File: src/rtl/core/chfm_pkg.sv
package chfm_pkg;

  localparam int CHFM_ITER_DEFAULT = 14;
  localparam int ATAN_TABLE_SIZE   = 24;

  localparam int RAW_W     = 16;
  localparam int AXIS_W    = 18;
  localparam int PRESHIFT  = 20;
  // Rotated vector grows by the CORDIC gain and up to sqrt(2) over the scaled axis.
  localparam int XY_W      = 42;
  localparam int Z_W       = 33;
  localparam int ANG_W     = 18;
  localparam int HEAD_W    = 16;
  localparam int DEG_K_W   = 24;

  localparam logic signed [Z_W-1:0]   HALF_PI_Q29     = 33'sd843314857;
  localparam logic signed [ANG_W-1:0] TWO_PI_Q13      = 18'sd51472;
  localparam logic [DEG_K_W-1:0]      DEG_PER_RAD_Q24 = 24'd15019745;

  localparam logic [15:0] GAIN_RESET = 16'd60293;
  localparam logic [15:0] DECL_RESET = 16'd374;

  typedef enum logic [1:0] {
    REG_GAIN    = 2'd0,
    REG_DECL    = 2'd1,
    REG_PRESENT = 2'd2,
    REG_SPARE   = 2'd3
  } chfm_reg_t;

  // Data that moves from one angle cell to the next.
  typedef struct packed {
    logic                     present;
    logic                     zero;
    logic signed [AXIS_W-1:0] xf;
    logic signed [AXIS_W-1:0] yf;
    logic signed [AXIS_W-1:0] zf;
    logic signed [XY_W-1:0]   cx;
    logic signed [XY_W-1:0]   cy;
    logic signed [Z_W-1:0]    cz;
  } chfm_stage_t;

  // atan(2^-i) in Q.29 radians.
  function automatic logic signed [Z_W-1:0] chfm_atan(input int idx);
    logic signed [Z_W-1:0] v;
    case (idx)
      0:  v = 33'sd421657428;
      1:  v = 33'sd248918915;
      2:  v = 33'sd131521918;
      3:  v = 33'sd66762579;
      4:  v = 33'sd33510843;
      5:  v = 33'sd16771758;
      6:  v = 33'sd8387925;
      7:  v = 33'sd4194219;
      8:  v = 33'sd2097141;
      9:  v = 33'sd1048575;
      10: v = 33'sd524288;
      11: v = 33'sd262144;
      12: v = 33'sd131072;
      13: v = 33'sd65536;
      14: v = 33'sd32768;
      15: v = 33'sd16384;
      16: v = 33'sd8192;
      17: v = 33'sd4096;
      18: v = 33'sd2048;
      19: v = 33'sd1024;
      20: v = 33'sd512;
      21: v = 33'sd256;
      22: v = 33'sd128;
      23: v = 33'sd64;
      default: v = '0;
    endcase
    return v;
  endfunction

endpackage

File: src/rtl/core/chfm_scale.sv
module chfm_scale
  import chfm_pkg::*;
(
  input  logic                    clk,
  input  logic                    rst_n,
  input  logic                    en,
  input  logic                    in_vld,
  input  logic signed [RAW_W-1:0] x_raw,
  input  logic signed [RAW_W-1:0] y_raw,
  input  logic signed [RAW_W-1:0] z_raw,
  input  logic [15:0]             gain,
  input  logic                    present,
  output logic                    out_vld,
  output chfm_stage_t             out_stage
);

  logic                     vld1_r;
  logic                     present1_r;
  logic signed [AXIS_W-1:0] xf1_r, yf1_r, zf1_r;
  logic signed [AXIS_W-1:0] xf_nxt, yf_nxt, zf_nxt;
  logic                     vld2_r;
  chfm_stage_t              stage2_r, stage2_nxt;
  logic signed [XY_W-1:0]   xs, ys;

  function automatic logic signed [AXIS_W-1:0] scale_one(
    input logic signed [RAW_W-1:0] raw,
    input logic [15:0]             g
  );
    logic signed [33:0] p;
    p = 34'(raw) * 34'($signed({1'b0, g})) + 34'sd8192;
    return p[14+AXIS_W-1:14];
  endfunction

  always_comb begin
    xf_nxt = scale_one(x_raw, gain);
    yf_nxt = scale_one(y_raw, gain);
    zf_nxt = scale_one(z_raw, gain);
  end

  // Pre-rotation by a quarter turn brings a vector with negative X into the right half plane.
  always_comb begin
    xs = XY_W'(xf1_r) <<< PRESHIFT;
    ys = XY_W'(yf1_r) <<< PRESHIFT;
    stage2_nxt.present = present1_r;
    stage2_nxt.zero    = (xf1_r == '0) && (yf1_r == '0);
    stage2_nxt.xf      = xf1_r;
    stage2_nxt.yf      = yf1_r;
    stage2_nxt.zf      = zf1_r;
    stage2_nxt.cx      = xs;
    stage2_nxt.cy      = ys;
    stage2_nxt.cz      = '0;
    if (xf1_r < 0) begin
      if (yf1_r >= 0) begin
        stage2_nxt.cx = ys;
        stage2_nxt.cy = -xs;
        stage2_nxt.cz = HALF_PI_Q29;
      end else begin
        stage2_nxt.cx = -ys;
        stage2_nxt.cy = xs;
        stage2_nxt.cz = -HALF_PI_Q29;
      end
    end
  end

  always_ff @(posedge clk) begin
    if (!rst_n) begin
      vld1_r <= 1'b0;
      vld2_r <= 1'b0;
    end else if (en) begin
      vld1_r <= in_vld;
      vld2_r <= vld1_r;
    end
  end

  always_ff @(posedge clk) begin
    if (en) begin
      present1_r <= present;
      xf1_r      <= xf_nxt;
      yf1_r      <= yf_nxt;
      zf1_r      <= zf_nxt;
      stage2_r   <= stage2_nxt;
    end
  end

  assign out_vld   = vld2_r;
  assign out_stage = stage2_r;

endmodule

File: config.mk
export PLATFORM = sky130hd
export DESIGN_NAME = chfm_scale
export DESIGN_NICKNAME = d
export VERILOG_FILES = /design/src/rtl/core/chfm_pkg.sv /design/src/rtl/core/chfm_scale.sv
export SDC_FILE = /design/constraint.sdc
export NUM_CORES = 2
export LEC_CHECK = 0
export BUFFER_PORTS_ARGS = -buffer_cell sky130_fd_sc_hd__buf_2
export CAP_MARGIN = 25
export CELL_PAD_IN_SITES_DETAIL_PLACEMENT = 1
export CELL_PAD_IN_SITES_GLOBAL_PLACEMENT = 1
export CORE_AREA = 2 2 243 245
export DETAILED_ROUTE_END_ITERATION = 10
export DIE_AREA = 0 0 245 247
export GPL_TIMING_DRIVEN = 0
export PLACE_DENSITY_LB_ADDON = 0.1
export SKIP_LAST_GASP = 1
export SYNTH_ARGS = -nofsm -noshare
export SYNTH_HDL_FRONTEND = slang
export SYNTH_SLANG_ARGS = --single-unit
export TNS_END_PERCENT = 20
File: constraint.sdc
create_clock -name clk -period 11.3 [get_ports clk]
set_input_delay 2.26 -clock clk [delete_from_list [all_inputs] [get_ports clk]]
set_output_delay 2.26 -clock clk [all_outputs]
set_load 0.01 [all_outputs]
==> metrics.txt <==
result of the run complete, no violations; type of element launching the critical path input pin; max-capacitance violation count 0; combined area of all synthesized cells 30900 sq um; clock buffers created by TritonCTS 17; max incr delay on CP approximately 770 ps; Data required, critical path 11500 ps; leading cell types by total area after synthesis sky130_fd_sc_hd__fa_1, sky130_fd_sc_hd__edfxtp_1, sky130_fd_sc_hd__ha_1, sky130_fd_sc_hd__inv_1, sky130_fd_sc_hd__and2_1; relative area change from synthesis to final layout 9.22%; Reg clk slew, reported paths 70 ps; Post-CTS Setup Inserts 0; net switching fraction of the power slightly above 50%; post-DP HPWL 82.0 mm; Static Leakage approximately 17 nW; TritonRoute pass-1 iters 5; site row count 89; Cell Count Post-Placement between 4000 and 5000; Chip Width between 200 and 250 microns; TritonCTS clock tree yes; average wire length per cell after detail routing 23.7 microns; final cell count without fillers about 4200; cell mode on critical path sky130_fd_sc_hd__fa_1; initial antenna violation count 17; Total Routed Length ~100 mm; distinct cell type count after synthesis between 60 and 70; final net count 4421; Sink Count between 150 and 200; number of top-level pins 243; input/output buffers between 150 and 200; Clock Path Buffers 2; YS warnings 0; maximum net fanout on the critical path 10; maximum ir drop on the vdd rail about 0.52 mV; crit-path leading delay family adder cells; part of the total power dissipated in combinational logic between 80% and 90%; number of global-route vias before repair around 26000; Crit. End Element flop; residual antenna-violating net count after detailed routing 0; Pint approximately 5.3 mW; most common cell after layout, fill and taps aside sky130_fd_sc_hd__inv_1; full die area 60500 sq um; final-report max-slew violation count 0; hold violation count in the final report 0; register area share after synthesis between 10% and 20%; share of post-route cells with drive strength above 1 under 10%; die outline height between 200 and 250 microns; Yosys top cell area share 37.7%; share of flip-flops with an asynchronous set or reset after synthesis 0%; area of the core region 58200 sq um; cells after synthesis between 3000 and 4000; global placement routability congestion ~0.93; Setup violations, final 0; slowest cell on the critical path sky130_fd_sc_hd__clkbuf_1; number of enable flip-flop cells after synthesis about 160; Max Freq 108 MHz; DRC violation count after routing 0; number of design-rule violations left by the first detailed-router iteration approximately 1100; drt via density 5.48; sequential group share of total power roughly 14%; fin crit period approximately 9200 ps; path type of the worst min-delay path reg -> reg; initial core utilization 53.1%; number of hold buffers added after cts 0; setup repair after global routing missed its margin no; share of the clock period used by the worst path after layout between 80 and 90%; critical path cell sequence clkbuf_1 -> clkbuf_1 -> nand2_1 -> fa_1 -> inv_1 -> fa_1 -> inv_1 -> fa_1 -> inv_1 -> fa_1 -> fa_1 -> inv_1 -> fa_1 -> inv_1 -> ha_1 -> nand2_1 -> nor2_1 -> a211oi_1 -> o31ai_2 -> a31oi_2 -> o21ai_2 -> a211oi_1 -> o21bai_1 -> xor2_1; number of instances resized during post-cts repair 0; Avg Inst Size Synth 9.73 sq um; Yosys top cell by area sky130_fd_sc_hd__fa_1; arrival time reported for the critical path endpoint between 9000 and 10000 ps; commonest non-fill, non-tap cells in the layout sky130_fd_sc_hd__inv_1, sky130_fd_sc_hd__fa_1, sky130_fd_sc_hd__nand2_1; global router's overall resource usage between 30% and 40%; Worst-Margin Slew ~1200 ps; worst path buffer plus inverter count 7; worst-case clock skew ~19 ps; root buffer cell sky130_fd_sc_hd__clkbuf_16; portion of total power attributed to the clock network approximately 5.7%; worst slew margin relative to its limit 20.8%; cell area power density between 300 and 400 nW/um^2; residual overflow from global routing 0; total negative setup slack 0 ps; total via count in the routed design approximately 23000; net switching power figure around 5.5 mW; number of levels in the clock H-tree 4; Synth Flop Type sky130_fd_sc_hd__edfxtp_1; maximum number of pins on one net before global-route repair between 90 and 100; first-pass GRT wire length ~150 mm; Crit Path Category in -> reg; synthesized flop and latch total 160; Clk Latency, worst-skew pair between 400 and 500 ps
through the flow:
stage                     setup WS [ps]  utilization [%]  hold WS [ps]  power, mW  cell area, sq um
final                              2050             58.0           422       10.7             33800
after global routing               1840             58.0           428       12.0             33700
after CTS                          2110             57.9           424       10.9             33700
after detailed placement           1620             56.8           406       10.1             33100
after global placement             1620             56.6           404       9.65             33000
after floorplan                    3380                -           400       7.66             31100
registers in the layout, indices dropped and copies added (netlist names):
signal,count
out_stage,103
out_vld,1
present1_r,1
vld1_r,1
xf1_r,18
yf1_r,18
zf1_r,18
worst paths after layout:
check | startpoint | end | slack [ps] | cells past startpoint
max | gain[7] | xf1_r[15] | 2050 | 24
min | present1_r | out_stage[172] | 420 | 0
max reg2reg | xf1_r[2] | out_stage[68] | 8610 | 7
min reg2reg | present1_r | out_stage[172] | 420 | 0
layer usage:
| metal | global-route usage, % | routed length, microns | vias to the layer above |
|---|---|---|---|
| met3 | 7.38 | 6550 | 280 |
| met1 | 39.4 | 37200 | 11984 |
| li1 | - | - | 10018 |
| met2 | 60.4 | 50200 | 862 |
| met4 | 19.5 | 6310 | 8 |
| met5 | 0 | 55 | - |
cell type report:
| class | instances | area (sq um) |
|---|---|---|
| fillers | 6656 | 24500 |
| multi-input cells | 2184 | 22700 |
| flip-flops and latches | 160 | 4780 |
| inverters | 661 | 2480 |
| repair buffers | 194 | 1080 |
| plain buffers | 214 | 1070 |
| well taps | 773 | 967 |
| clock buffers | 17 | 425 |
| clock inverters | 15 | 198 |
| diodes | 8 | 20.0 |
cell usage after synthesis, drive strengths merged, types with 6 or more instances:
master,count
inv,661
fa,582
nand2,405
ha,338
and2,335
edfxtp,158
clkbuf,142
nor2,102
buf,72
a21oi,70
xnor2,59
a21o,31
xor2,31
o21ai,28
nand2b,25
nor3,20
nand4,10
nand3,9
a211oi,8
a31oi,8
nor2b,8
o21bai,7
o31ai,7
or3,7
o21a,6
power groups by stage:
stage / sequential, mW / clock [mW] / combinational (mW)
CTS: 1.50 / 0.632 / 8.72
global route: 1.52 / 0.647 / 9.79
detailed placement: 1.51 / 0 / 8.55
floorplan: 1.49 / 0 / 6.18
finish: 1.50 / 0.616 / 8.62
global placement: 1.50 / 0 / 8.15
cell families (layout without fill, tap and decap cells):
| logic type | after synthesis | in the layout | share of synthesized area (%) |
|---|---|---|---|
| fa+ha+maj | 920 | 920 | 51.4 |
| buf+inv | 875 | 1101 | 11.5 |
| flops | 160 | 160 | 15.5 |
| simple gates | 937 | 937 | 14.8 |
| compound gates | 189 | 189 | 4.16 |
| xor+xnor | 90 | 90 | 2.55 |
| other cells | 1 | 52 | 0.0121 |
| mux | 4 | 4 | 0.130 |
Note: power is estimated with default switching activity, not from simulation.
