<file path="config.mk">
export PLATFORM = sky130hd
export DESIGN_NAME = chfm_cordic_cell
export DESIGN_NICKNAME = d
export VERILOG_FILES = /design/src/rtl/core/chfm_pkg.sv /design/src/rtl/core/chfm_cordic_cell.sv
export SDC_FILE = /design/constraint.sdc
export NUM_CORES = 1
export LEC_CHECK = 0
export BUFFER_PORTS_ARGS = -buffer_cell sky130_fd_sc_hd__buf_4
export CAP_MARGIN = 20
export CORE_ASPECT_RATIO = 0.8
export CORE_MARGIN = 2
export CORE_UTILIZATION = 45
export DETAILED_ROUTE_END_ITERATION = 10
export GPL_TIMING_DRIVEN = 0
export PLACE_DENSITY = 0.77
export SLEW_MARGIN = 30
export SYNTH_ARGS = -nofsm -noshare
export SYNTH_HDL_FRONTEND = slang
export SYNTH_SLANG_ARGS = --single-unit
</file>
<file path="constraint.sdc">
create_clock -name clk -period 5.7 [get_ports clk]
set_clock_uncertainty 0.05 [all_clocks]
set_input_delay 0.855 -clock clk [delete_from_list [all_inputs] [get_ports clk]]
set_output_delay 0.855 -clock clk [all_outputs]
set_load 0.005 [all_outputs]
</file>
<file path="src/rtl/core/chfm_pkg.sv">
package chfm_pkg;

  localparam int CHFM_ITER_DEFAULT = 14;
  localparam int ATAN_TABLE_SIZE   = 24;

  localparam int RAW_W     = 16;
  localparam int AXIS_W    = 18;
  localparam int PRESHIFT  = 20;
  // Rotated vector grows by the CORDIC gain and up to sqrt(2) over the scaled axis.
  localparam int XY_W      = 42;
  localparam int Z_W       = 33;
  localparam int ANG_W     = 18;
  localparam int HEAD_W    = 16;
  localparam int DEG_K_W   = 24;

  localparam logic signed [Z_W-1:0]   HALF_PI_Q29     = 33'sd843314857;
  localparam logic signed [ANG_W-1:0] TWO_PI_Q13      = 18'sd51472;
  localparam logic [DEG_K_W-1:0]      DEG_PER_RAD_Q24 = 24'd15019745;

  localparam logic [15:0] GAIN_RESET = 16'd60293;
  localparam logic [15:0] DECL_RESET = 16'd374;

  typedef enum logic [1:0] {
    REG_GAIN    = 2'd0,
    REG_DECL    = 2'd1,
    REG_PRESENT = 2'd2,
    REG_SPARE   = 2'd3
  } chfm_reg_t;

  // Data that moves from one angle cell to the next.
  typedef struct packed {
    logic                     present;
    logic                     zero;
    logic signed [AXIS_W-1:0] xf;
    logic signed [AXIS_W-1:0] yf;
    logic signed [AXIS_W-1:0] zf;
    logic signed [XY_W-1:0]   cx;
    logic signed [XY_W-1:0]   cy;
    logic signed [Z_W-1:0]    cz;
  } chfm_stage_t;

  // atan(2^-i) in Q.29 radians.
  function automatic logic signed [Z_W-1:0] chfm_atan(input int idx);
    logic signed [Z_W-1:0] v;
    case (idx)
      0:  v = 33'sd421657428;
      1:  v = 33'sd248918915;
      2:  v = 33'sd131521918;
      3:  v = 33'sd66762579;
      4:  v = 33'sd33510843;
      5:  v = 33'sd16771758;
      6:  v = 33'sd8387925;
      7:  v = 33'sd4194219;
      8:  v = 33'sd2097141;
      9:  v = 33'sd1048575;
      10: v = 33'sd524288;
      11: v = 33'sd262144;
      12: v = 33'sd131072;
      13: v = 33'sd65536;
      14: v = 33'sd32768;
      15: v = 33'sd16384;
      16: v = 33'sd8192;
      17: v = 33'sd4096;
      18: v = 33'sd2048;
      19: v = 33'sd1024;
      20: v = 33'sd512;
      21: v = 33'sd256;
      22: v = 33'sd128;
      23: v = 33'sd64;
      default: v = '0;
    endcase
    return v;
  endfunction

endpackage

</file>
<file path="src/rtl/core/chfm_cordic_cell.sv">
module chfm_cordic_cell
  import chfm_pkg::*;
#(
  parameter int SHIFT = 0
) (
  input  logic        clk,
  input  logic        rst_n,
  input  logic        en,
  input  logic        in_vld,
  input  chfm_stage_t in_stage,
  output logic        out_vld,
  output chfm_stage_t out_stage
);

  logic                   vld_r;
  chfm_stage_t            stage_r, stage_nxt;
  logic signed [XY_W-1:0] dx, dy;

  always_comb begin
    dx        = in_stage.cy >>> SHIFT;
    dy        = in_stage.cx >>> SHIFT;
    stage_nxt = in_stage;
    if (in_stage.cy >= 0) begin
      stage_nxt.cx = in_stage.cx + dx;
      stage_nxt.cy = in_stage.cy - dy;
      stage_nxt.cz = in_stage.cz + chfm_atan(SHIFT);
    end else begin
      stage_nxt.cx = in_stage.cx - dx;
      stage_nxt.cy = in_stage.cy + dy;
      stage_nxt.cz = in_stage.cz - chfm_atan(SHIFT);
    end
  end

  always_ff @(posedge clk) begin
    if (!rst_n) begin
      vld_r <= 1'b0;
    end else if (en) begin
      vld_r <= in_vld;
    end
  end

  always_ff @(posedge clk) begin
    if (en) begin
      stage_r <= stage_nxt;
    end
  end

  assign out_vld   = vld_r;
  assign out_stage = stage_r;

endmodule

</file>
==> reports/results.txt, run 1 <==
Mapped Cells: 1,643
Post-synth EDFFs: 172
CTS tree: yes
Max cap viols: 0
Clock period minus worst slack: 5.12 ns
# DRC: 0
Area leader, netlist: edfxtp_1
DR pass1 iterations: 5
CTS HTree Levels: 4
Leak pwr: 7.89 nW
Hpwl dp: 45.2 mm
Worst EP required: 5.85 ns
Synth-to-Final Area Change: 26.1%
Inserted Clock Buffers: 17
GRT overflow: 0
Pre-CTS setup slack: -1.06 ns
Initial antenna violation count: 3
Worst-case clock buffer depth: 2
Row cnt: 59
DR iter-0 viols: 1,577
Pin count of the biggest net entering global routing: 88
Final Power: 4.55 mW
HP Class: reg2reg
Ys flop type: edfxtp_1
Yosys Warn Count: 0
CP endpoint kind: flop
Fin nets: 2,323
Placed cell area: 17,800 um^2
Global-route wire length before repair: 82.5 mm
Total placed cells including tap cells: 2,416
Mapped cell area: 14,600 um^2
Vias in the first global route: 13,672
Avg Cell Area, Syn: 8.91 um^2
Setup tns final: 0 ns
DRT antenna net count: 0
Die height: 165 um
CTS sink cnt: 173
RSZ-0062 raised after global routing: no
PortBufs: 343
Slew @ Worst Pin: 1.14 ns
Async set-reset flop share out of synthesis: 0
PwrDens: 247 nW/um^2
Commonest cells after routing, fill and taps aside: 345 x buf_4, 200 x a21oi_1, 172 x edfxtp_1
Slew HR: 0.240
Post-route cell area: 18,400 um^2
CORE AREA: 32,300 um^2
Root buffer cell: clkbuf_16
Wirelength, routed: 57.0 mm
Syn_nets: 1,959
Maximum clock rate: 195 MHz
Die W: 206 um
Via density per instance: 5.96
Setup CP Type: in2reg
Fin crit share: 0.898
Clock insertion delay at the later pin of the skew report: 0.46 ns
Max FO, Critical Path: 13
Num ports: 351
DR WL/cell: 23.3 um
Slew Viols, Final: 0
Yosys top cell area share: 0.353
Layout cell share with drive strength beyond 1: 0.207
Seq cells post-synth: 173
Final Hold Viols: 0
Critical Path Source Type: primary input
Final worst slack: 0.580 ns
Worst IR Drop VDD: 0.192 mV
Postcts setup bufs: 0
Die area: 34,000 um^2
Initial Util: 0.454
Setup violators final: 0
Final Wtd Congestion: 1.00
Register area share after synthesis: 0.354
Via count: 14,599
Data arrival, critical path: 5.27 ns
Distinct cells, synth: 79
Outcome: finished, final reports clean
Gr usage total: 0.324
Clock slew seen by the registers of the worst setup and hold paths: 0.09 ns
Top post-synthesis cells by area: edfxtp_1 35%, ha_1 12%, a21oi_1 6.8%
Commonest non-fill, non-tap cell in the layout: buf_4
Layout Cells excl Fill: 2,449
critical path: stages:
cell	delay [ns]
buf_4	0.19
clkbuf_2	0.32
clkbuf_2	0.32
clkbuf_2	0.34
buf_2	0.41
xor2_1	0.12
ha_1	0.26
o21a_1	0.20
o221ai_1	0.36
o22ai_1	0.24
o41ai_4	0.35
o21ai_2	0.18
or2_1	0.23
clkbuf_1	0.19
a311oi_1	0.37
a21oi_1	0.10
xor2_1	0.20
cell families (layout without fill, tap and decap cells):
logic type               Yosys count  after routing  share of synthesized area
AO/OA/AOI/OAI                    576            576                      0.249
XOR/XNOR                         113            113                     0.0676
adder cells (fa/ha/maj)          139            139                      0.120
buffers and inverters            217            594                     0.0569
flip-flops                       173            173                      0.354
multiplexers                      32             32                     0.0219
other                              0              2                          0
AND/OR/NAND/NOR                  393            393                      0.130
worst paths after layout:
kind / end / from / slack [ns] / cells past startpoint
worst max-delay path: out_stage[22] / in_stage[74] / 0.58 / 17
worst min-delay path: out_vld / out_vld / 0.50 / 2
worst max register to register: out_vld / out_vld / 5.03 / 2
worst min register to register: out_vld / out_vld / 0.50 / 2
cells in the mapped netlist (36+ instances only):
cell and number:
a21o_1 36, a21oi_1 200, edfxtp_1 172, o21bai_1 45
inv_1 132, nor2_1 122, o21ai_0 110, xnor2_1 91
clkbuf_1 58, nand2_1 92, ha_1 136
area by class of cell:
cell class | count | area [um^2]
Fill cell | 3000 | 13800
Multi-Input combinational cell | 1253 | 8620
Sequential cell | 173 | 5180
Timing Repair Buffer | 346 | 2650
Tap cell | 427 | 534
Inverter | 138 | 518
Clock buffer | 17 | 425
Buffer | 78 | 322
Clock inverter | 15 | 188
Antenna cell | 2 | 5.00
sequential cells by signal, summed over array words and instances, names as in the netlist:
signal     cells
out_vld        1
out_stage    172
per-layer routing:
layer / track usage / vias to the layer above / wire [um]
met1: 0.440 / 6947 / 24400
met3: 0.0836 / 114 / 5620
met5: 0 / - / 0
met4: 0.118 / 0 / 2000
met2: 0.498 / 839 / 25000
li1: - / 6699 / -
power by group:
group	total (mW)	internal [mW]	switching, mW
clock	1.25	0.599	0.655
combinational	1.61	0.671	0.944
sequential	1.68	1.62	0.0552
total	4.55	2.89	1.65
stage by stage:
step | utilization | hold WS [ns]
5_1_grt | 0.572 | 0.503
3_5_place_dp | 0.552 | 0.486
4_1_cts | 0.572 | 0.502
3_3_place_gp | 0.550 | 0.455
2_1_floorplan | - | 0.457
6_report | 0.572 | 0.504
timing repair:
item                       4_1_cts  5_1_grt
setup endpoints to repair        8        6
hold buffers                     0        0
gates resized for setup          4        2
cloned                           0        0
(Power assumes the default switching activity.)
==> inputs of run 2 (changes only) <==
--- a/config.mk
+++ b/config.mk
@@ -5,14 +5,14 @@
 export SDC_FILE = /design/constraint.sdc
 export NUM_CORES = 1
 export LEC_CHECK = 0
-export BUFFER_PORTS_ARGS = -buffer_cell sky130_fd_sc_hd__buf_4
 export CAP_MARGIN = 20
 export CORE_ASPECT_RATIO = 0.8
 export CORE_MARGIN = 2
 export CORE_UTILIZATION = 45
 export DETAILED_ROUTE_END_ITERATION = 10
+export DONT_BUFFER_PORTS = 1
 export GPL_TIMING_DRIVEN = 0
-export PLACE_DENSITY = 0.77
+export PLACE_DENSITY = 0.68
 export SLEW_MARGIN = 30
 export SYNTH_ARGS = -nofsm -noshare
 export SYNTH_HDL_FRONTEND = slang
==> reports/results.txt, run 2 (synthesis gave the netlist of run 1 again) <==
Outcome: finished, final reports clean
Via density per instance: 6.33
Vias in the first global route: 12,392
Global-route wire length before repair: 76.4 mm
Final worst slack: 0.331 ns
Row cnt: 59
M1 GR Usage: 0.422
Via count: 13,318
Data arrival, critical path: 5.50 ns
Slew @ Worst Pin: 1.08 ns
Fin crit share: 0.942
Slew HR: 0.282
Final Hold Viols: 0
Die height: 165 um
CP endpoint kind: flop
Max FFs per register: 172
Crit. Startpoint: in_stage[74]
Most Used Layer, Global Route: met2
CTS HTree Levels: 4
PortBufs: 0
DR WL/cell: 25.3 um
# DRC: 0
DR iter-0 viols: 1,753
CTS tree: yes
Leak pwr: 6.23 nW
Initial antenna violation count: 0
Die area: 34,000 um^2
CORE AREA: 32,300 um^2
Setup CP Type: in2reg
Commonest cells after routing, fill and taps aside: 200 x a21oi_1, 172 x edfxtp_1, 136 x ha_1
Clock slew seen by the registers of the worst setup and hold paths: 0.09 ns
Slew Viols, Final: 0
Max FO, Critical Path: 10
CTS sink cnt: 173
Die W: 206 um
Worst EP required: 5.83 ns
Gr usage total: 0.302
Setup violators final: 0
Max cap viols: 0
Inserted Clock Buffers: 17
GR Layer Usage met2: 0.449
Clock period minus worst slack: 5.37 ns
Clock insertion delay at the later pin of the skew report: 0.45 ns
Total placed cells including tap cells: 2,071
Layout Cells excl Fill: 2,103
Root buffer cell: clkbuf_16
Wirelength, routed: 53.3 mm
Hpwl dp: 41.7 mm
Layout cell share with drive strength beyond 1: 0.0436
Maximum clock rate: 186 MHz
Num ports: 351
Initial Util: 0.454
Synth-to-Final Area Change: 8.12%
Fin nets: 1,979
R2R Path Start: out_vld
DR pass1 iterations: 6
Critical Path Source Type: primary input
Pin count of the biggest net entering global routing: 174
HP Class: in2reg
Final Wtd Congestion: 1.02
DRT antenna net count: 0
Antenna Cells: 0
Commonest non-fill, non-tap cell in the layout: a21oi_1
Hold Crit Start: in_stage[143]
Pre-CTS setup slack: -0.942 ns
RSZ-0062 raised after global routing: no
Worst-case clock buffer depth: 2
PwrDens: 263 nW/um^2
Setup slack, reg-to-reg: 5.03 ns
Met3 Use GR: 0.0820
GRT overflow: 0
Worst IR Drop VDD: 0.175 mV
run 2: worst max-delay path, cell delays in order:
cell	delay [ns]
clkbuf_1	0.43
clkbuf_2	0.37
clkbuf_2	0.33
clkbuf_2	0.35
buf_2	0.42
xor2_1	0.12
ha_1	0.25
o211a_1	0.26
a2111oi_2	0.34
o22ai_1	0.19
o41ai_4	0.36
o21ai_2	0.19
or2_1	0.23
clkbuf_1	0.19
a311oi_1	0.29
a21oi_1	0.08
xor2_1	0.21
run 2: power breakdown:
part	leakage (nW)	switching (mW)	internal [mW]	total [mW]
logic	4.24	0.768	0.406	1.17
clock network	0.303	0.615	0.637	1.25
registers	1.69	0.107	1.63	1.74
total	6.23	1.49	2.67	4.16
run 2: layout make-up:
class | count | area (um^2)
inverters | 138 | 518
flip-flops and latches | 173 | 5180
multi-input cells | 1253 | 8620
well taps | 427 | 534
repair buffers | 1 | 27.5
plain buffers | 79 | 325
fillers | 3039 | 16400
clock buffers | 17 | 425
clock inverters | 15 | 191
run 2: layer usage:
| metal | routed length (um) | vias to the layer above |
|---|---|---|
| met5 | 0 | - |
| met4 | 1680 | 0 |
| met2 | 22500 | 868 |
| li1 | - | 6009 |
| met1 | 22700 | 6337 |
| met3 | 6330 | 104 |
run 2: path summary, 6_finish.rpt:
check	endpoint	depth (start not counted)
hold reg to reg	out_vld	2
setup reg to reg	out_vld	2
hold / removal	out_stage[143]	0
setup / recovery	out_stage[22]	17
run 2: repair_timing:
action / in CTS / in global routing
endpoints found under the setup margin: 8 / 6
setup buffers: 0 / 0
gates resized for setup: 2 / 4
hold buffers: 0 / 0
run 2: stage by stage:
stage | area (um^2) | total power, mW | TNS [ns] | hold WS, ns | utilization
after floorplan | 14600 | 2.53 | 0 | 0.457 | -
after global placement | 15200 | 2.89 | -6.68 | 0.501 | 0.470
after detailed placement | 15200 | 2.89 | -6.39 | 0.496 | 0.471
after CTS | 15800 | 4.15 | 0 | 0.435 | 0.490
after global routing | 15800 | 4.34 | 0 | 0.422 | 0.491
final | 15800 | 4.16 | 0 | 0.438 | 0.491
