**config.mk**
```make
export PLATFORM = sky130hd
export DESIGN_NAME = chfm_finish
export DESIGN_NICKNAME = d
export VERILOG_FILES = /design/src/rtl/core/chfm_pkg.sv /design/src/rtl/core/chfm_finish.sv
export SDC_FILE = /design/constraint.sdc
export NUM_CORES = 1
export LEC_CHECK = 0
export ABC_AREA = 1
export ABC_CLOCK_PERIOD_IN_PS = 5700
export BUFFER_PORTS_ARGS = -buffer_cell sky130_fd_sc_hd__buf_2
export CORE_MARGIN = 10
export CORE_UTILIZATION = 52
export DETAILED_ROUTE_END_ITERATION = 8
export PLACE_DENSITY_LB_ADDON = 0.15
export SKIP_LAST_GASP = 1
export SLEW_MARGIN = 20
export SYNTH_ARGS = -nofsm -noshare
export SYNTH_HDL_FRONTEND = slang
export SYNTH_SLANG_ARGS = --single-unit
```
**constraint.sdc**
```tcl
create_clock -name clk -period 5.7 [get_ports clk]
set_clock_uncertainty 0.1 [all_clocks]
set_input_delay 0.57 -clock clk [delete_from_list [all_inputs] [get_ports clk]]
set_output_delay 0.57 -clock clk [all_outputs]
set_load 0.02 [all_outputs]
```
**src/rtl/core/chfm_pkg.sv**
```systemverilog
package chfm_pkg;

  localparam int CHFM_ITER_DEFAULT = 14;
  localparam int ATAN_TABLE_SIZE   = 24;

  localparam int RAW_W     = 16;
  localparam int AXIS_W    = 18;
  localparam int PRESHIFT  = 20;
  // Rotated vector grows by the CORDIC gain and up to sqrt(2) over the scaled axis.
  localparam int XY_W      = 42;
  localparam int Z_W       = 33;
  localparam int ANG_W     = 18;
  localparam int HEAD_W    = 16;
  localparam int DEG_K_W   = 24;

  localparam logic signed [Z_W-1:0]   HALF_PI_Q29     = 33'sd843314857;
  localparam logic signed [ANG_W-1:0] TWO_PI_Q13      = 18'sd51472;
  localparam logic [DEG_K_W-1:0]      DEG_PER_RAD_Q24 = 24'd15019745;

  localparam logic [15:0] GAIN_RESET = 16'd60293;
  localparam logic [15:0] DECL_RESET = 16'd374;

  typedef enum logic [1:0] {
    REG_GAIN    = 2'd0,
    REG_DECL    = 2'd1,
    REG_PRESENT = 2'd2,
    REG_SPARE   = 2'd3
  } chfm_reg_t;

  // Data that moves from one angle cell to the next.
  typedef struct packed {
    logic                     present;
    logic                     zero;
    logic signed [AXIS_W-1:0] xf;
    logic signed [AXIS_W-1:0] yf;
    logic signed [AXIS_W-1:0] zf;
    logic signed [XY_W-1:0]   cx;
    logic signed [XY_W-1:0]   cy;
    logic signed [Z_W-1:0]    cz;
  } chfm_stage_t;

  // atan(2^-i) in Q.29 radians.
  function automatic logic signed [Z_W-1:0] chfm_atan(input int idx);
    logic signed [Z_W-1:0] v;
    case (idx)
      0:  v = 33'sd421657428;
      1:  v = 33'sd248918915;
      2:  v = 33'sd131521918;
      3:  v = 33'sd66762579;
      4:  v = 33'sd33510843;
      5:  v = 33'sd16771758;
      6:  v = 33'sd8387925;
      7:  v = 33'sd4194219;
      8:  v = 33'sd2097141;
      9:  v = 33'sd1048575;
      10: v = 33'sd524288;
      11: v = 33'sd262144;
      12: v = 33'sd131072;
      13: v = 33'sd65536;
      14: v = 33'sd32768;
      15: v = 33'sd16384;
      16: v = 33'sd8192;
      17: v = 33'sd4096;
      18: v = 33'sd2048;
      19: v = 33'sd1024;
      20: v = 33'sd512;
      21: v = 33'sd256;
      22: v = 33'sd128;
      23: v = 33'sd64;
      default: v = '0;
    endcase
    return v;
  endfunction

endpackage

```
**src/rtl/core/chfm_finish.sv**
```systemverilog
module chfm_finish
  import chfm_pkg::*;
(
  input  logic                     clk,
  input  logic                     rst_n,
  input  logic                     en,
  input  logic                     in_vld,
  input  chfm_stage_t              in_stage,
  input  logic signed [15:0]       decl,
  output logic                     out_vld,
  output logic                     out_present,
  output logic signed [AXIS_W-1:0] out_xf,
  output logic signed [AXIS_W-1:0] out_yf,
  output logic signed [AXIS_W-1:0] out_zf,
  output logic [HEAD_W-1:0]        out_rad,
  output logic [HEAD_W-1:0]        out_deg
);

  logic                     vld_a_r, vld_b_r, vld_c_r;
  logic                     pres_a_r, pres_b_r;
  logic signed [AXIS_W-1:0] xa_r, ya_r, za_r, xb_r, yb_r, zb_r;
  logic signed [ANG_W-1:0]  h_a_r, h_a_nxt;
  logic [HEAD_W-1:0]        h_b_r, h_b_nxt;
  logic signed [Z_W:0]      zr;
  logic signed [ANG_W-1:0]  ang;
  logic [HEAD_W+DEG_K_W-1:0] deg_prod;
  logic                     pres_c_r;
  logic signed [AXIS_W-1:0] xc_r, yc_r, zc_r;
  logic [HEAD_W-1:0]        rad_c_r, deg_c_r;

  // Round the angle to Q3.13; a zero vector counts as angle zero.
  always_comb begin
    zr      = (Z_W+1)'(in_stage.cz) + (Z_W+1)'(32768);
    ang     = in_stage.zero ? '0 : zr[16+ANG_W-1:16];
    h_a_nxt = ang + ANG_W'(decl);
  end

  // The heading sum can lie below minus one full turn, so two turns may be added.
  always_comb begin
    if (h_a_r < -TWO_PI_Q13) begin
      h_b_nxt = HEAD_W'(h_a_r + TWO_PI_Q13 + TWO_PI_Q13);
    end else if (h_a_r < 0) begin
      h_b_nxt = HEAD_W'(h_a_r + TWO_PI_Q13);
    end else if (h_a_r >= TWO_PI_Q13) begin
      h_b_nxt = HEAD_W'(h_a_r - TWO_PI_Q13);
    end else begin
      h_b_nxt = HEAD_W'(h_a_r);
    end
  end

  assign deg_prod = (HEAD_W+DEG_K_W)'(h_b_r) * (HEAD_W+DEG_K_W)'(DEG_PER_RAD_Q24)
                  + (HEAD_W+DEG_K_W)'(1 << (DEG_K_W-1));

  always_ff @(posedge clk) begin
    if (!rst_n) begin
      vld_a_r <= 1'b0;
      vld_b_r <= 1'b0;
      vld_c_r <= 1'b0;
    end else if (en) begin
      vld_a_r <= in_vld;
      vld_b_r <= vld_a_r;
      vld_c_r <= vld_b_r;
    end
  end

  always_ff @(posedge clk) begin
    if (en) begin
      pres_a_r <= in_stage.present;
      xa_r     <= in_stage.xf;
      ya_r     <= in_stage.yf;
      za_r     <= in_stage.zf;
      h_a_r    <= h_a_nxt;
      pres_b_r <= pres_a_r;
      xb_r     <= xa_r;
      yb_r     <= ya_r;
      zb_r     <= za_r;
      h_b_r    <= h_b_nxt;
      // Without the sensor every field of the result reads zero.
      pres_c_r <= pres_b_r;
      xc_r     <= pres_b_r ? xb_r : '0;
      yc_r     <= pres_b_r ? yb_r : '0;
      zc_r     <= pres_b_r ? zb_r : '0;
      rad_c_r  <= pres_b_r ? h_b_r : '0;
      deg_c_r  <= pres_b_r ? deg_prod[DEG_K_W+HEAD_W-1:DEG_K_W] : '0;
    end
  end

  assign out_vld     = vld_c_r;
  assign out_present = pres_c_r;
  assign out_xf      = xc_r;
  assign out_yf      = yc_r;
  assign out_zf      = zc_r;
  assign out_rad     = rad_c_r;
  assign out_deg     = deg_c_r;

endmodule

```
==> summary.txt, run 1 <==
Status
  – Status: complete, no violations

Critical path
  – Data arrival, critical path: about 5.7 ns
  – Reg2Reg Depth: 19
  – Critical Path Start Type: flip-flop
  – WP data required: between 5 and 6 ns
  – CP Cell Sequence: buf_6 -> ha_1 -> fa_1 -> inv_1 -> fa_1 -> inv_1 -> fa_1 -> inv_1 -> fa_1 -> inv_1 -> fa_2 -> ha_4 -> nand2_1 -> o21ai_0 -> a21oi_1 -> nor2_1 -> nor2_1 -> a21oi_1 -> nor2_1
  – Reg-to-reg endpoint: out_deg[12]$_SDFFCE_PN0P_
  – Critical path's largest stage delay: approximately 0.54 ns
  – CP Max Fanout: 5
  – Critical Path End: out_deg[12]$_SDFFCE_PN0P_
  – Slowest stage cell, crit path: fa_1
  – Critical path class: flip-flop to flip-flop
  – Crit path launch: h_b_r[13]$_DFFE_PP_
  – Crit. End Element: flip-flop
  – Reg-to-Reg Start: h_b_r[13]$_DFFE_PP_
  – Worst R2R Setup Slack: 0.16 ns

Drt
  – Wire per inst: 17.0 um
  – Drc violations: 0
  – First drt pass iteration count: 5
  – Final antenna-violating net count: 0
  – Iteration-0 DRC count of the detailed router: approximately 490
  – Routed vias/inst: 4.97
  – Drt total wl: around 40,000 um
  – Via count: approximately 12,000

Synthesis
  – Post-Syn Area: 16,900 um2
  – Post-synth top area cell: edfxtp_1
  – Post-synth EDFFs: ~230
  – Post-synthesis simple-gate area fraction: 0.151
  – Cells after synthesis: around 1,700
  – Most frequent cell after synthesis: inv_1
  – Sequential-to-total area share from yosys stat: 0.415
  – Syn avg cell area: ~9.9 um2
  – Post-synthesis xor/xnor area fraction: 0.0191
  – Post-Syn Nets: roughly 2,200
  – Synth area leaders: edfxtp_1 (41%), fa_1 (15%), ha_1 (13%), inv_1 (7.8%), nand2_1 (7.3%)
  – #FFs+latches synth: between 200 and 250
  – Mux share of post-synthesis cell area: 0
  – Ys flop type: edfxtp_1
  – Number of library cell types mapped by synthesis: 42
  – Compound-Gate Fraction of Synth Area: 0.0483
  – Post-synth top cells: inv_1 (352), nand2_1 (326), edfxtp_1 (231), ha_1 (175), fa_1 (128)
  – Synth top area share: 0.411
  – Adder-Cell Fraction of Synth Area: 0.282
  – Syn. warnings: 0
  – Largest family of logic cells by synthesized area: adder cells
  – Asr flop ratio synth: 0

CTS
  – Clk_lat worst skew: approximately 0.54 ns
  – CTS tree: built
  – Clock-pin slew on the worst setup and hold paths: 0.06 ns
  – Root Driver: clkbuf_16
  – CTS Buf Count: 26
  – Clock Tree Buf Depth: 3
  – Cts hold-fix bufs: 0
  – H-Tree Depth: 1
  – Sink Count: about 230

Timing
  – WHS: 0.0975 ns
  – Fin crit period: 5.54 ns
  – Worst-Margin Slew: approximately 0.9 ns
  – Fmax: ~180 MHz
  – Final Slew Violations: 0
  – Final Hold Viols: 0
  – Final Cycle Share: 0.972
  – Unrepaired setup endpoints after global routing: yes
  – Finish-stage setup viols: 0
  – Relative slew slack: 0.400

Min path
  – Hold WC Path Type: input port to flip-flop

Placement
  – RePlAce Congestion: 0.928
  – Port bufs: roughly 180
  – Dpl hpwl: around 34,000 um
  – Inst Count DP: roughly 2,400

Global route
  – GRT Util Overall: 0.203
  – Grt total ovfl: 0
  – Largest net degree at the start of global routing: roughly 120
  – Number of global-route vias before repair: roughly 12,000
  – Initial antenna violation count: 4
  – First-pass GRT wire length: around 65,000 um

Floorplan
  – Boundary Pins: between 200 and 300
  – DIE HEIGHT: around 200 um
  – Die X: about 200 um
  – Core Footprint: 31,800 um2
  – Die area: 40,100 um2
  – Initial Util: 0.531
  – Row count: 65

Finish
  – Layout Nets: roughly 2,400
  – Final non-filler cell total: 2,404
  – Storage cell area: approximately 7000 um2
  – P&R area growth vs syn: 16.4%
  – Filler cell count: between 2,000 and 3,000
  – Area of the multi-input gates: about 8500 um2
  – Final core occ: 0.618
  – Fraction of layout cells with a size suffix above 1: 0.171

Run
  – MaxCap Viol Count: 0
## cell families (layout without fill, tap and decap cells)
family                     after synthesis  count (layout)
AOI/OAI and AO/OA                      148             148
xor gates and xnor gates                36              36
adders and majority gates              303             303
buffers and inverters                  380             647
DFF                                    234             234
other                                    0               2
and+or+nand+nor                        599             599
## per-stage QoR
step,area [um2],setup TNS (ns),setup slack [ns]
after floorplan,16900,0,0.300
after global placement,18700,0,0.0845
after detailed placement,18700,0,0.0757
after CTS,19500,0,0.0325
after global routing,19700,-0.0797,-0.0390
final,19700,0,0.162
## state kept, by name, summed over array words and instances, names as in the netlist, 16 cells and up
signal / cells
h_a_r: 18
h_b_r: 16
out_deg: 16
out_rad: 16
out_xf: 18
out_yf: 18
out_zf: 18
xa_r: 18
xb_r: 18
ya_r: 18
yb_r: 18
za_r: 18
zb_r: 18
## placed cells by master (no fill, tap or decap), types with 5 or more instances in the layout
cell type  instances
a31oi_1            7
nor3_1            19
nor2_1           121
nand2_1          325
inv_2             11
o21ai_0           35
nand4_1           15
nor2_4             5
a21o_1             6
nor2_2             6
nand3_1           79
a21oi_2            6
o21bai_1          10
clkbuf_16         26
o21ai_1           11
clkbuf_1           5
buf_4             58
nand2_2           12
edfxtp_1         231
xnor2_1           12
ha_1             170
a21oi_1           65
xor2_1            23
fa_1             125
inv_1            351
buf_2            180
## worst max-delay path: cells and delay by family (launching register included)
family | cells | cell delay [ns]
simple gates | 4 | 0.34
buf+inv | 5 | 0.43
compound gates | 3 | 0.68
fa+ha+maj | 7 | 3.20
flops | 1 | 0.53
## cell type report
type                       count  share of cell area
timing repair buffer         241              0.0704
inverter                     363              0.0695
multi-input combinational   1086               0.434
antenna                        2            0.000255
clock buffer                  31              0.0341
tap                          435              0.0277
clock inverter                12             0.00834
sequential                   234               0.356
## layer usage
metal,vias to the layer above,wire (um),GRT usage
met5,-,19,0
met4,4,1500,0.0660
met2,226,20600,0.364
li1,5999,-,-
met1,5647,16800,0.240
met3,78,1950,0.0366
## what timing repair did
action / in CTS / in global routing
setup endpoints to repair: 0 / 16
buffers inserted: 0 / 8
resized for setup: 0 / 27
endpoints found under the hold margin: 0 / 0
## worst min-delay path by stage
stage | startpoint | end | slack [ns] | cells past startpoint
finish | in_stage[155] | xa_r[2]$_DFFE_PP_ | 0.1 | 1
global route | in_stage[151] | ya_r[16]$_DFFE_PP_ | 0.07 | 1
CTS | in_stage[158] | xa_r[5]$_DFFE_PP_ | 0.07 | 1
detailed placement | xa_r[0]$_DFFE_PP_ | xb_r[0]$_DFFE_PP_ | 0.31 | 0
global placement | xa_r[16]$_DFFE_PP_ | xb_r[16]$_DFFE_PP_ | 0.30 | 0
floorplan | pres_a_r$_DFFE_PP_ | pres_b_r$_DFFE_PP_ | 0.30 | 0
Power of run 1 is left out: the tool's default activity adds up to more than one toggle a clock period on the data nets, which glitch-free logic cannot reach.
==> run 2: changes to the inputs <==
--- a/config.mk
+++ b/config.mk
@@ -11,7 +11,7 @@
 export CORE_MARGIN = 10
 export CORE_UTILIZATION = 52
 export DETAILED_ROUTE_END_ITERATION = 8
-export PLACE_DENSITY_LB_ADDON = 0.15
+export PLACE_DENSITY = 0.82
 export SKIP_LAST_GASP = 1
 export SLEW_MARGIN = 20
 export SYNTH_ARGS = -nofsm -noshare
==> constraint.sdc (replaced) <==
create_clock -name clk -period 5.7 [get_ports clk]
set_clock_uncertainty 0.1 [all_clocks]
set_input_delay 0.57 -clock clk [delete_from_list [all_inputs] [get_ports clk]]
set_output_delay 0.57 -clock clk [all_outputs]
set_load 0.005 [all_outputs]
==> summary.txt, run 2 (synthesis gave the netlist of run 1 again) <==
Critical path
  – Critical Path Start Type: flip-flop
  – WP data required: about 5.9 ns
  – Most common cell on crit path: fa_1
  – Crit. End Element: flip-flop
  – Critical path class: flip-flop to flip-flop
  – Data arrival, critical path: 5.77 ns
  – Critical path's largest stage delay: 0.62 ns
  – CP Max Fanout: 4
  – Slowest stage cell, crit path: fa_1
  – CP Cell Sequence: fa_1 -> inv_1 -> fa_1 -> inv_1 -> fa_1 -> inv_1 -> fa_1 -> fa_1 -> inv_1 -> fa_1 -> ha_2 -> nand2_1 -> o21ai_0 -> nand2_1 -> nand2_1 -> a31oi_1 -> a21oi_1 -> nor2_1

Finish
  – Commonest non-fill, non-tap cells in the layout: inv_1 (350), nand2_1 (323), edfxtp_1 (231)
  – Layout Nets: about 2,400
  – # diodes: 0
  – Fraction of layout cells with a size suffix above 1: 0.168
  – Leading cell type in the layout, fill and taps excluded: inv_1
  – P&R area growth vs syn: 15.3%
  – Final core occ: 0.612

Drt
  – Via count: between 10,000 and 15,000
  – Drt total wl: between 40,000 and 50,000 um
  – Iteration-0 DRC count of the detailed router: approximately 790
  – First drt pass iteration count: 5
  – Final antenna-violating net count: 0
  – Drc violations: 0
  – Wire per inst: 16.8 um
  – Routed vias/inst: 5.01

Global route
  – GRT Util Overall: 0.196
  – First-pass GRT wire length: about 64,000 um
  – Largest net degree at the start of global routing: around 130
  – Initial antenna violation count: 1
  – Number of global-route vias before repair: 12,246
  – Grt total ovfl: 0

Floorplan
  – DIE HEIGHT: between 200 and 250 um
  – Row count: 65
  – Core Footprint: 31,800 um2
  – Die area: ~40,000 um2
  – Die X: ~200 um
  – Initial Util: 0.531
  – Boundary Pins: between 200 and 300

Placement
  – Pre-CTS WS: ~0.045 ns
  – RePlAce Congestion: around 1
  – Dpl hpwl: approximately 33,000 um
  – Port bufs: 181

CTS
  – Cts hold-fix bufs: 0
  – Clock Tree Buf Depth: 3
  – Clock-pin slew on the worst setup and hold paths: 0.06 ns
  – Clk_lat worst skew: 0.54 ns
  – CTS tree: built
  – Sink Count: approximately 230
  – CTS Buf Count: 24
  – H-Tree Depth: 1
  – Root Driver: clkbuf_16

Timing
  – Final Slew Violations: 0
  – Worst-Margin Slew: 0.926 ns
  – Finish-stage setup viols: 0
  – Fmax: about 180 MHz
  – Final setup margin: around 0.13 ns
  – Final Hold Viols: 0
  – Fin crit period: 5.57 ns
  – Setup TNS: 0 ns
  – Final Cycle Share: 0.978
  – WHS: slightly above 0.1 ns
  – Unrepaired setup endpoints after global routing: yes
  – Relative slew slack: 0.383

Min path
  – Hold WC Path Type: input port to flip-flop

Run
  – MaxCap Viol Count: 0

Status
  – Status: complete, no violations
run 2: cell count changes in the layout (fill, tap and decap cells not counted), sizes merged:
cell,change
clkbuf,-1
diode,-2
bufinv,-3
buf,-18
clkinv,+2
inv,-2
clkinvlp,+5
run 2: final timing paths:
check                                                 end  depth (start not counted)  slack, ns          startpoint
worst max-delay path            out_deg[15]$_SDFFCE_PN0P_                         18       0.13  h_b_r[1]$_DFFE_PP_
worst min-delay path                    xa_r[1]$_DFFE_PP_                          1       0.10       in_stage[154]
worst max register to register  out_deg[15]$_SDFFCE_PN0P_                         18       0.13  h_b_r[1]$_DFFE_PP_
worst min register to register          zb_r[2]$_DFFE_PP_                          0       0.31   za_r[2]$_DFFE_PP_
run 2: area by class of cell:
cell class / instances / area [um2]
well taps: 435 / 544
repair buffers: 223 / 1250
clock buffers: 30 / 633
flip-flops and latches: 234 / 7000
fillers: 2626 / 12300
multi-input cells: 1086 / 8550
inverters: 363 / 1370
clock inverters: 14 / 113
run 2: what timing repair did:
action | 4_1_cts | 5_1_grt
endpoints found under the setup margin | 0 | 15
buffers inserted | 0 | 6
resized for setup | 0 | 37
run 2: layer usage:
metal | up-vias | track usage | routed length (um)
met2 | 317 | 0.345 | 20000
met4 | 2 | 0.0641 | 1270
met3 | 69 | 0.0419 | 2480
li1 | 5946 | - | -
met1 | 5604 | 0.234 | 16300
met5 | - | 0 | 11
run 2: critical path: cells and delay by family, from the launching register on:
kind	cells	cell delay [ns]
fa+ha+maj	7	3.45
compound gates	3	0.66
flops	1	0.42
simple gates	4	0.39
buf+inv	4	0.28
run 2: metrics by stage:
step,area [um2],std cells
6_report,19500,2385
5_1_grt,19500,2385
4_1_cts,19300,2379
3_5_place_dp,18500,2335
3_3_place_gp,18500,2335
2_1_floorplan,16900,1700
Power of run 2 is left out for the same reason.
==> run 3: changes to the inputs <==
--- a/config.mk
+++ b/config.mk
@@ -12,6 +12,7 @@
 export CORE_UTILIZATION = 52
 export DETAILED_ROUTE_END_ITERATION = 8
 export PLACE_DENSITY = 0.82
+export REMOVE_ABC_BUFFERS = 1
 export SKIP_LAST_GASP = 1
 export SLEW_MARGIN = 20
 export SYNTH_ARGS = -nofsm -noshare
==> summary.txt, run 3 (synthesis gave the netlist of run 1 again) <==
Status
  – Status: complete, no violations

Drt
  – Iteration-0 DRC count of the detailed router: ~560
  – Final antenna-violating net count: 0
  – Drt total wl: 39,100 um
  – First drt pass iteration count: 6
  – Drc violations: 0
  – Via count: 11,939
  – Wire per inst: approximately 16 um
  – Routed vias/inst: 4.98

Finish
  – # diodes: 0
  – Area of the multi-input gates: between 8000 and 9000 um2
  – Commonest non-fill, non-tap cells in the layout: inv_1 (351), nand2_1 (324), edfxtp_1 (231)
  – Storage cell area: roughly 7000 um2
  – Final non-filler cell total: 2,397
  – Layout Nets: about 2,400
  – Final core occ: 0.618
  – Leading cell type in the layout, fill and taps excluded: inv_1
  – P&R area growth vs syn: 16.3%
  – Filler cell count: roughly 2,600
  – Fraction of layout cells with a size suffix above 1: 0.172

Min path
  – Hold Path Origin: in_stage[125]
  – Hold Crit Depth: 1
  – Hold WC Path Type: input port to flip-flop

Timing
  – Finish-stage setup viols: 0
  – Final Hold Viols: 0
  – Final Cycle Share: 0.973
  – Unrepaired setup endpoints after global routing: yes
  – Fmax: ~180 MHz
  – Final setup margin: 0.153 ns
  – Fin crit period: 5.55 ns
  – Final Slew Violations: 0
  – Setup TNS: 0 ns
  – Relative slew slack: 0.285
  – Worst-Margin Slew: between 1 and 1.5 ns

Critical path
  – WP data required: slightly below 6 ns
  – Critical Path Start Type: flip-flop
  – Crit path launch: h_b_r[14]$_DFFE_PP_
  – Reg-to-Reg Start: h_b_r[14]$_DFFE_PP_
  – Reg2Reg Depth: 16
  – Crit. End Element: flip-flop
  – Data arrival, critical path: around 5.7 ns
  – CP Max Fanout: 4
  – Critical path class: flip-flop to flip-flop

CTS
  – Sink Count: 234
  – Root Driver: clkbuf_16
  – Clock-pin slew on the worst setup and hold paths: around 0.060 ns
  – CTS tree: built
  – Cts hold-fix bufs: 0
  – Clk_lat worst skew: around 0.54 ns
  – H-Tree Depth: 1
  – Clock Tree Buf Depth: 3
  – CTS Buf Count: 26

Floorplan
  – Die area: around 40,000 um2
  – Boundary Pins: between 200 and 300
  – Initial Util: 0.531
  – Row count: 65
  – Core Footprint: between 30,000 and 40,000 um2
  – Die X: 200 um
  – DIE HEIGHT: around 200 um

Placement
  – Pre-CTS WS: 0.0998 ns
  – Dpl hpwl: approximately 31,000 um
  – Port bufs: 181
  – Inst Count DP: between 2,000 and 2,500
  – RePlAce Congestion: between 0.9 and 1

Global route
  – GRT Util Overall: 0.191
  – Global Route met1 Usage: 0.226
  – Most Used Layer, Global Route: met2
  – First-pass GRT wire length: approximately 63,000 um
  – Grt met3 use: 0.0290
  – Number of global-route vias before repair: around 12,000
  – Initial antenna violation count: 0
  – Grt total ovfl: 0
  – Met2 Usage GRT: 0.349
  – Largest net degree at the start of global routing: 133

Run
  – MaxCap Viol Count: 0
[run 3: layout make-up]
type                            instances  share of cell area
Sequential cell                       234               0.356
Inverter                              363              0.0695
Tap cell                              435              0.0277
Timing Repair Buffer                  231              0.0666
Multi-Input combinational cell       1086               0.435
Clock buffer                           31              0.0341
Clock inverter                         17              0.0103
[run 3: worst paths after layout]
kind                                    end  slack (ns)
setup / recovery  out_deg[10]$_SDFFCE_PN0P_        0.15
hold / removal            za_r[8]$_DFFE_PP_        0.10
hold reg to reg          xb_r[15]$_DFFE_PP_        0.32
setup reg to reg  out_deg[10]$_SDFFCE_PN0P_        0.15
[run 3: per-stage QoR]
step                      area [um2]  hold slack [ns]
after floorplan                16800            0.300
final                          19600            0.104
after CTS                      19400           0.0735
after detailed placement       18600            0.305
after global routing           19600           0.0772
after global placement         18600            0.301
[run 3: metal layers]
layer  part of all wire  vias up
met5                  0        -
met4              0.033        0
met3              0.047       75
met2               0.51      285
met1               0.41     5613
li1                   -     5966
[run 3: repair_timing]
item,CTS,global route
setup buffers,0,9
setup endpoints to repair,0,16
resized for setup,0,33
hold endpoints to repair,0,0
[run 3: worst max-delay path, stage by stage, from the launching register on]
cell and delay (ns):
edfxtp_1 0.46, fa_1 0.58, fa_1 0.53, inv_1 0.06, fa_1 0.52, fa_1 0.47, fa_1 0.51, fa_1 0.61
inv_1 0.06, ha_2 0.37, nand2_1 0.09, o21ai_0 0.31, a21oi_1 0.10, nor2_1 0.22, nor3_2 0.08, a21oi_1 0.14
nor2_1 0.06
Power of run 3 is left out for the same reason.
